`src/sv/seek_table_floor_search_unit_macros.svh`:
```
// seek_table_floor_search_unit_macros.svh: assertion macros for the seek table search unit
// expects a clock named aclk and an active-low synchronous reset named aresetn in scope
// no other dependencies
`ifndef SEEK_TABLE_FLOOR_SEARCH_UNIT_MACROS_SVH
`define SEEK_TABLE_FLOOR_SEARCH_UNIT_MACROS_SVH

// same-cycle implication, checked outside reset
`define STFS_ASSERT_NOW(lbl, ante, cons, msg) \
    lbl: assert property (@(posedge aclk) disable iff (!aresetn) (ante) |-> (cons)) \
        else $error(msg);

// next-cycle implication, checked outside reset
`define STFS_ASSERT_NEXT(lbl, ante, cons, msg) \
    lbl: assert property (@(posedge aclk) disable iff (!aresetn) (ante) |=> (cons)) \
        else $error(msg);

`endif

```
`src/sv/stfs_pkg.sv`:
```
// stfs_pkg: beat types and codes of the seek table search unit
// shared by stfs_ctrl and seek_table_floor_search_unit; no dependencies
package stfs_pkg;

    // item kinds
    localparam logic [1:0] KIND_CLEAR  = 2'd0;
    localparam logic [1:0] KIND_APPEND = 2'd1;
    localparam logic [1:0] KIND_LOOKUP = 2'd2;

    // result status codes
    localparam logic [1:0] STATUS_OK        = 2'd0;
    localparam logic [1:0] STATUS_NOT_FOUND = 2'd1;
    localparam logic [1:0] STATUS_FULL      = 2'd2;

    localparam int POS_W     = 64;
    localparam int OUT_IDX_W = 12;

    typedef struct packed {
        logic [1:0]       kind;
        logic [POS_W-1:0] point_position;
        logic [POS_W-1:0] target_sample;
    } in_beat_t;

    typedef struct packed {
        logic [1:0]           status;
        logic [OUT_IDX_W-1:0] point_index;
        logic                 exact_hit;
    } out_beat_t;

endpackage

```
`src/sv/stfs_ctrl.sv`:
```
// stfs_ctrl: point count, item sequencer and binary search over the seek table ram
// depends on stfs_pkg; drives the ports of one stfs_ram
module stfs_ctrl
    import stfs_pkg::*;
#(
    parameter int MAX_POINTS = 4096
) (
    input  logic                          aclk,
    input  logic                          aresetn,
    input  logic                          in_valid,
    output logic                          in_ready,
    input  in_beat_t                      in_beat,
    output logic                          res_valid,
    input  logic                          res_take,
    output out_beat_t                     res_beat,
    output logic                          ram_we,
    output logic [$clog2(MAX_POINTS)-1:0] ram_waddr,
    output logic [POS_W-1:0]              ram_wdata,
    output logic                          ram_re,
    output logic [$clog2(MAX_POINTS)-1:0] ram_raddr,
    input  logic [POS_W-1:0]              ram_rdata
);

    localparam int AW = $clog2(MAX_POINTS);
    localparam int CW = $clog2(MAX_POINTS + 1);

    localparam logic [1:0] ST_IDLE  = 2'd0;
    localparam logic [1:0] ST_PROBE = 2'd1;
    localparam logic [1:0] ST_DONE  = 2'd2;

    logic [1:0]       state_reg, state_next;
    logic [CW-1:0]    count_reg, count_next;
    logic [CW-1:0]    lo_reg, lo_next;
    logic [CW-1:0]    hi_reg, hi_next;
    logic [AW-1:0]    mid_reg, mid_next;
    logic [POS_W-1:0] target_reg, target_next;
    out_beat_t        res_reg, res_next;

    logic             accept;
    logic             has_room;
    logic [CW-1:0]    mid_first;
    logic             probe_eq;
    logic             probe_lt;
    logic [CW-1:0]    lo_upd;
    logic [CW-1:0]    hi_upd;
    logic [CW-1:0]    mid_upd;
    logic [CW-1:0]    floor_idx;

    // widen or mask a table index to the result index width
    function automatic logic [OUT_IDX_W-1:0] to_out_idx(input logic [AW-1:0] idx);
        logic [AW+OUT_IDX_W-1:0] wide;
        wide = {{OUT_IDX_W{1'b0}}, idx};
        return wide[OUT_IDX_W-1:0];
    endfunction

    assign in_ready  = (state_reg == ST_IDLE);
    assign accept    = in_valid && in_ready;
    assign has_room  = (count_reg < CW'(MAX_POINTS));
    assign res_valid = (state_reg == ST_DONE);
    assign res_beat  = res_reg;

    // probe arithmetic: compare against the entry read last cycle, narrow the range
    assign mid_first = count_reg >> 1;
    assign probe_eq  = (target_reg == ram_rdata);
    assign probe_lt  = (target_reg < ram_rdata);
    assign lo_upd    = probe_lt ? lo_reg : CW'(mid_reg) + CW'(1);
    assign hi_upd    = probe_lt ? CW'(mid_reg) : hi_reg;
    assign mid_upd   = lo_upd + ((hi_upd - lo_upd) >> 1);
    assign floor_idx = lo_upd - CW'(1);

    // append goes straight into the table
    assign ram_we    = accept && (in_beat.kind == KIND_APPEND) && has_room;
    assign ram_waddr = count_reg[AW-1:0];
    assign ram_wdata = in_beat.point_position;

    // sequencer
    always_comb begin
        state_next  = state_reg;
        count_next  = count_reg;
        lo_next     = lo_reg;
        hi_next     = hi_reg;
        mid_next    = mid_reg;
        target_next = target_reg;
        res_next    = res_reg;
        ram_re      = 1'b0;
        ram_raddr   = mid_first[AW-1:0];

        unique case (state_reg)
            ST_IDLE: begin
                if (accept) begin
                    res_next    = '{status: STATUS_OK, point_index: '0, exact_hit: 1'b0};
                    state_next  = ST_DONE;
                    target_next = in_beat.target_sample;
                    priority if (in_beat.kind == KIND_CLEAR) begin
                        count_next = '0;
                    end else if (in_beat.kind == KIND_APPEND) begin
                        if (has_room) begin
                            count_next = count_reg + CW'(1);
                        end else begin
                            res_next.status = STATUS_FULL;
                        end
                    end else if (in_beat.kind == KIND_LOOKUP) begin
                        if (count_reg == '0) begin
                            res_next.status = STATUS_NOT_FOUND;
                        end else begin
                            // first probe at the middle of the whole table
                            ram_re     = 1'b1;
                            lo_next    = '0;
                            hi_next    = count_reg;
                            mid_next   = mid_first[AW-1:0];
                            state_next = ST_PROBE;
                        end
                    end else begin
                        // unused kind leaves the table alone
                        res_next.status = STATUS_OK;
                    end
                end
            end
            ST_PROBE: begin
                priority if (probe_eq) begin
                    res_next   = '{status: STATUS_OK, point_index: to_out_idx(mid_reg),
                                   exact_hit: 1'b1};
                    state_next = ST_DONE;
                end else if (lo_upd < hi_upd) begin
                    // issue the next probe in the same cycle
                    ram_re     = 1'b1;
                    ram_raddr  = mid_upd[AW-1:0];
                    lo_next    = lo_upd;
                    hi_next    = hi_upd;
                    mid_next   = mid_upd[AW-1:0];
                end else if (lo_upd == '0 || lo_upd >= count_reg) begin
                    res_next   = '{status: STATUS_NOT_FOUND, point_index: '0, exact_hit: 1'b0};
                    state_next = ST_DONE;
                end else begin
                    res_next   = '{status: STATUS_OK, point_index: to_out_idx(floor_idx[AW-1:0]),
                                   exact_hit: 1'b0};
                    state_next = ST_DONE;
                end
            end
            ST_DONE: begin
                if (res_take) begin
                    state_next = ST_IDLE;
                end
            end
            default: begin
                state_next = ST_IDLE;
            end
        endcase
    end

    // control registers
    always_ff @(posedge aclk) begin
        if (!aresetn) begin
            state_reg <= ST_IDLE;
            count_reg <= '0;
        end else begin
            state_reg <= state_next;
            count_reg <= count_next;
        end
    end

    // search and result registers
    always_ff @(posedge aclk) begin
        lo_reg     <= lo_next;
        hi_reg     <= hi_next;
        mid_reg    <= mid_next;
        target_reg <= target_next;
        res_reg    <= res_next;
    end

endmodule

```
`config.mk`:
```
export PLATFORM = sky130hd
export DESIGN_NAME = stfs_ctrl
export DESIGN_NICKNAME = d
export VERILOG_FILES = /design/src/sv/seek_table_floor_search_unit_macros.svh /design/src/sv/stfs_pkg.sv /design/src/sv/stfs_ctrl.sv
export SDC_FILE = /design/constraint.sdc
export NUM_CORES = 1
export LEC_CHECK = 0
export ABC_AREA = 1
export ABC_CLOCK_PERIOD_IN_PS = 5300
export BUFFER_PORTS_ARGS = -buffer_cell sky130_fd_sc_hd__buf_2
export CORE_MARGIN = 2
export CORE_UTILIZATION = 25
export CTS_CLUSTER_SIZE = 40
export DETAILED_ROUTE_END_ITERATION = 8
export PLACE_DENSITY = 0.48
export SYNTH_ARGS = -nofsm -noshare
export SYNTH_HDL_FRONTEND = slang
export SYNTH_SLANG_ARGS = --single-unit
export TNS_END_PERCENT = 20
```
`constraint.sdc`:
```
create_clock -name aclk -period 5.3 [get_ports aclk]
set_input_delay 0.53 -clock aclk [delete_from_list [all_inputs] [get_ports aclk]]
set_output_delay 0.53 -clock aclk [all_outputs]
set_load 0.03 [all_outputs]
```
# ---- After elaboration in Yosys (flattened, before gate mapping)
# Cells that the tools add are included.
dict set report totals {
  regBits 132
  latchBits 0
  ram_bits 0
  romBits 0
  inputBits 198
  out_inout_bits 107
  word_cells 107
  mem_count 0
}
dict set report op_classes {
  addsub 5
  mul 0
  n_div 0
  magnitude_cmp 4
  n_eq_ne 14
  n_shift 0
  n_mux 59
  n_bitwise 0
  n_reduce_logical 16
}
# operator count
set ops {}
lappend ops {{$mux 13} 19}
lappend ops {{$mux 12} 10}
lappend ops {{$eq 64x64->1} 1}
lappend ops {{$lt 64x64->1} 1}
lappend ops {{$pmux 13 s2} 2}
lappend ops {{$mux 15} 3}
lappend ops {{$pmux 15 s2} 1}
lappend ops {{$logic_not 13->1} 2}
lappend ops {{$mux 2} 12}
lappend ops {{$pmux 12 s2} 1}
lappend ops {{$mux 14} 1}
lappend ops {{$add 12x1->13 const B} 1}
lappend ops {{$add 13x1->13 const B} 1}
lappend ops {{$ge 13x13->1} 1}
lappend ops {{$lt 13x13->1} 1}
lappend ops {{$lt 13x13->1 const B} 1}
lappend ops {{$sub 13x13->13} 1}
lappend ops {{$add 12x12->12} 1}
lappend ops {{$sub 12x1->12 const B} 1}
lappend ops {{$ne 2x2->1 const B} 5}
lappend ops {{$mux 1} 8}
lappend ops {{$reduce_and 8->1} 1}
lappend ops {{$ne 2x1->1 const B} 3}
lappend ops {{$pmux 2 s3} 1}
lappend ops {{11 further kinds} 19}

# ---- Depth between registers and ports, before layout
dict set report logic_depth {
  ltp_word 8
  depth_mapped 39
  ltp_nobuf 37
}

# ---- Worst setup path after synthesis
# No wires, ideal clock.
dict set report synth_timing {
  kind {input to output}
  start {in ram_rdata[57]}
  end {out ram_raddr[11]}
  t_arrival_ns 4.963
  t_required_ns 4.770
  setup_slack_ns -0.193
  path_stages 33
  path_buffers 2
  cell_sequence {inv_1 > ha_1 > nand2_1 > inv_1 > o21ai_0 > a21oi_1 > nor2_1 > nand2_1 > a21oi_4 > nand2_4 > buf_12 > buf_2 > nand2_1 > o21ai_0 > ha_1 > nand2_1 > o21ai_1 > a21oi_1 > o21bai_1 > a21o_1 > a21oi_1 > xnor2_1 > ha_1 > nand4_1 > o221ai_1 > a21oi_1 > o21ai_0 > nand2_1 > nand2_1 > a21oi_1 > xnor2_1 > nand2_1 > o21ai_1}
}
dict set report synth_via {
  elab_chain_cells 7
  elab_cells_between_ends 10
  classes_between {add/sub: 2; order compare: 2; eq/ne: 1; mux: 5}
}
# item line
set synth_lines {}
lappend synth_lines {{start: declaration} stfs_ctrl.sv:21} ;# input logic [POS_W-1:0] ram_rdata
lappend synth_lines {{$lt 64x64->1} stfs_ctrl.sv:65} ;# assign probe_lt = (target_reg < ram_rdata);
lappend synth_lines {{$mux 13, on equally long branches} {stfs_ctrl.sv:67, stfs_ctrl.sv:66}}
lappend synth_lines {{$sub 13x13->13} stfs_ctrl.sv:68} ;# assign mid_upd = lo_upd + ((hi_upd - lo_upd) >> 1);
lappend synth_lines {{$add 12x12->12} stfs_ctrl.sv:68}
lappend synth_lines {{$mux 12} stfs_ctrl.sv:124} ;# end else if (lo_upd < hi_upd) begin
lappend synth_lines {{$mux 12 *} stfs_ctrl.sv:120} ;# priority if (probe_eq) begin
lappend synth_lines {{$mux 12 *} stfs_ctrl.sv:88} ;# unique case (state_reg)
lappend synth_lines {{end: declaration} stfs_ctrl.sv:20} ;# output logic [$clog2(MAX_POINTS)-1:0] ram_raddr,
# Every way passes the cells marked *; elsewhere a longest branch is shown, timed or not.

# ---- Worst setup path in the final report
dict set report layout_timing {
  start {reg target_reg[39]}
  end {out ram_raddr[9]}
}
dict set report layout_via {
  elab_chain_cells 7
  elab_cells_between_ends 10
  classes_between {add/sub: 2; order compare: 2; eq/ne: 1; mux: 5}
}
# item line
set layout_lines {}
lappend layout_lines {{start: declaration} stfs_ctrl.sv:36} ;# logic [POS_W-1:0] target_reg, target_next;
lappend layout_lines {{start signal: assignment} stfs_ctrl.sv:167} ;# target_reg <= target_next;
lappend layout_lines {{$lt 64x64->1} stfs_ctrl.sv:65}
lappend layout_lines {{$mux 13, on equally long branches} {stfs_ctrl.sv:67, stfs_ctrl.sv:66}}
lappend layout_lines {{$sub 13x13->13} stfs_ctrl.sv:68}
lappend layout_lines {{$add 12x12->12} stfs_ctrl.sv:68}
lappend layout_lines {{$mux 12} stfs_ctrl.sv:124}
lappend layout_lines {{$mux 12 *} stfs_ctrl.sv:120}
lappend layout_lines {{$mux 12 *} stfs_ctrl.sv:88}
# Marked as above.

==> flow_summary.json <==
{
  "netSwitchingFraction": 0.338,
  "largest_register_ffs": 64,
  "cts-root-buf": "clkbuf_16",
  "initial_utilization": 0.252,
  "wirelength_microns": 26500,
  "period_share": 1.07,
  "drc": 0,
  "rows": 71,
  "area_delta_synth_final_pct": 27.7,
  "hold_buffers": 0,
  "synth_top_cell_by_area": "edfxtp_1",
  "die_area_sq_um": 39300,
  "cellInternalPower_uw": 2610,
  "power_switching_uw": 1330,
  "yosysSeqAreaShare": 0.404,
  "final_nets": 1583,
  "required_ps": 4770,
  "wl_met3_microns": 1990,
  "place.gp.congestion": 0.884,
  "dieHeight_microns": 198,
  "worstSkewPairLatency_ps": 440,
  "synthFlopType": "edfxtp_1",
  "cpMaxStageDelayCell": "edfxtp_1",
  "crit_top_cell": "a21oi_2",
  "gr-total-overflow": 0,
  "status": "finished with violations",
  "cts-buffers-inserted": 17,
  "first_pass_iters": 4,
  "mappedNetlistNets": 1391,
  "n_fill_cell": 3935,
  "violations": "negative setup slack",
  "clockBufferDepth": 2,
  "syn-cell-area_sq_um": 9440,
  "worstSetupPathType": "flip-flop to output port",
  "setup_viol_count_final": 6,
  "rsz0062_at_grt": "true",
  "path_clk_slew_ps": 60,
  "tns_ps": -1470,
  "grt_pass1_vias": 7431,
  "hold_viol": 0,
  "cts_tree": "yes",
  "synth.most_common_cell": "nand2_1",
  "pwr-share-comb": 0.392,
  "synth-edff-count": 117,
  "power_per_cell_area_nw_per_um2": 327,
  "fin_area_sq_um": 12100,
  "synthDominantCellAreaShare": 0.372,
  "synthDistinctLibCells": 49,
  "grt_pass1_wl_microns": 39500,
  "clkPwrFrac": 0.299,
  "fmax_ghz": 0.176,
  "first_iter_violations": 436,
  "finalClockSkew_ps": 11.2,
  "syn-instance-count": 1085,
  "worst_slack_ps": -376,
  "drt-met1-wl_microns": 12200,
  "placed_area_sq_um": 10900,
  "slowest_delay_ps": 360,
  "antenna_found_initial": 5,
  "wl_per_cell_microns": 14.7,
  "grt_usage": 0.133,
  "crit_path_start_kind": "flip-flop",
  "ff2ff_setup_slack_ps": 460,
  "fin_crit_ps": 5680,
  "grt_max_degree": 66,
  "worst_pin_slew_ps": 970,
  "vias": 7665,
  "die_x_microns": 198,
  "cts_htree_levels": 4,
  "vdd_drop_max_v": 0.000213,
  "drive_above_1_share": 0.312,
  "boundaryPins": 305,
  "ys_top_cells_by_area": "edfxtp_1, ha_1, nand2_1, inv_1, buf_4",
  "syn_area_per_cell_sq_um": 8.70,
  "core_sq_um": 37400,
  "ant_nets": 0,
  "power_frac_seq": 0.309,
  "maxCapViolations": 0,
  "arrival_ps": 5150,
  "path_max_fanout": 8,
  "dr.max_layer_used": "met5",
  "hold_path_class": "input port to flip-flop",
  "vias_per_cell": 4.25,
  "max_slew_margin": 0.352,
  "ys_seq_elements": 132,
  "route.met2.wl_microns": 11900,
  "power_uw": 3950,
  "clock-sinks": 132,
  "synth_warnings": 0,
  "synthTopCellsByCount": "nand2_1, inv_1, edfxtp_1",
  "hpwl_microns": 20400,
  "p_leak_uw": 0.00563,
  "drv_slew": 0,
  "cp-end-kind": "output port",
  "numPortBuffers": 176,
  "async_flop_share": 0
}
[area by class of cell]
class	instances	area (sq um)	share of cell area
diodes	1	2.50	0.000208
clock buffers	17	425	0.0353
clock inverters	15	139	0.0115
inverters	174	656	0.0544
multi-input cells	690	4760	0.395
flip-flops and latches	132	3810	0.316
well taps	511	639	0.0530
repair buffers	262	1620	0.134
[cell families after synthesis]
logic type      after synthesis  share of synthesized area
fa+ha+maj                   108                      0.145
simple gates                390                      0.189
compound gates              160                     0.0944
buf+inv                     263                      0.138
flops                       132                      0.404
xor+xnor                     32                     0.0297
[layer usage]
layer | vias to the layer above | GRT usage
li1 | 3906 | -
met1 | 3477 | 0.173
met2 | 245 | 0.214
met3 | 29 | 0.0419
met4 | 8 | 0.0337
met5 | - | 0
[power groups by stage]
stage                     sequential (uW)  clock, uW  combinational [uW]
after floorplan                      1250          0                 826
after global placement               1240          0                1270
after detailed placement             1240          0                1280
after CTS                            1220       1220                1390
after global routing                 1230       1260                1710
final                                1220       1180                1550
[layout by cell type, fill, tap and decap left out, types with 8 or more instances in the layout]
| cell type | Yosys | layout |
|---|---|---|
| a21oi_1 | 65 | 48 |
| a21oi_2 | 0 | 16 |
| buf_2 | 2 | 166 |
| buf_4 | 77 | 86 |
| clkbuf_16 | 0 | 18 |
| dfxtp_1 | 15 | 15 |
| edfxtp_1 | 117 | 117 |
| ha_1 | 106 | 90 |
| ha_4 | 0 | 15 |
| inv_1 | 174 | 170 |
| nand2_1 | 221 | 211 |
| nand2_2 | 15 | 21 |
| nand2_4 | 9 | 13 |
| nand3_1 | 29 | 28 |
| nand4_1 | 9 | 9 |
| nor2_1 | 68 | 66 |
| nor3_1 | 8 | 8 |
| o21ai_0 | 56 | 36 |
| o21ai_1 | 10 | 21 |
| o21ai_2 | 3 | 9 |
| xor2_1 | 23 | 21 |
[path summary, 6_finish.rpt]
kind,to,cells past startpoint,from
hold reg to reg,state_reg[1],2,state_reg[1]
setup / recovery,ram_raddr[9],29,target_reg[39]
hold / removal,target_reg[39],1,in_beat[39]
setup reg to reg,mid_reg[9],29,target_reg[39]
[worst max-delay path: cells and delay by family, from the launching register on]
kind	cells	cell delay, ps
AOI/OAI and AO/OA	14	2060
xor gates and xnor gates	2	260
adders and majority gates	3	910
buffers and inverters	4	630
DFF	1	360
and+or+nand+nor	6	480
[stage by stage]
stage	cells	setup WS (ps)	hold WS, ps	util
after global placement	1756	-619	513	0.291
after global routing	1802	-775	238	0.322
after detailed placement	1756	-554	519	0.291
after CTS	1793	-422	235	0.311
after floorplan	1085	-63.3	483	-
final	1802	-376	268	0.322
[repair_timing]
action,in CTS,in global routing
buffers inserted,5,7
pin swaps,17,39
gates resized for setup,41,73
gates cloned,0,1
endpoints found under the setup margin,12,13
Note: power is estimated with default switching activity, not from simulation.
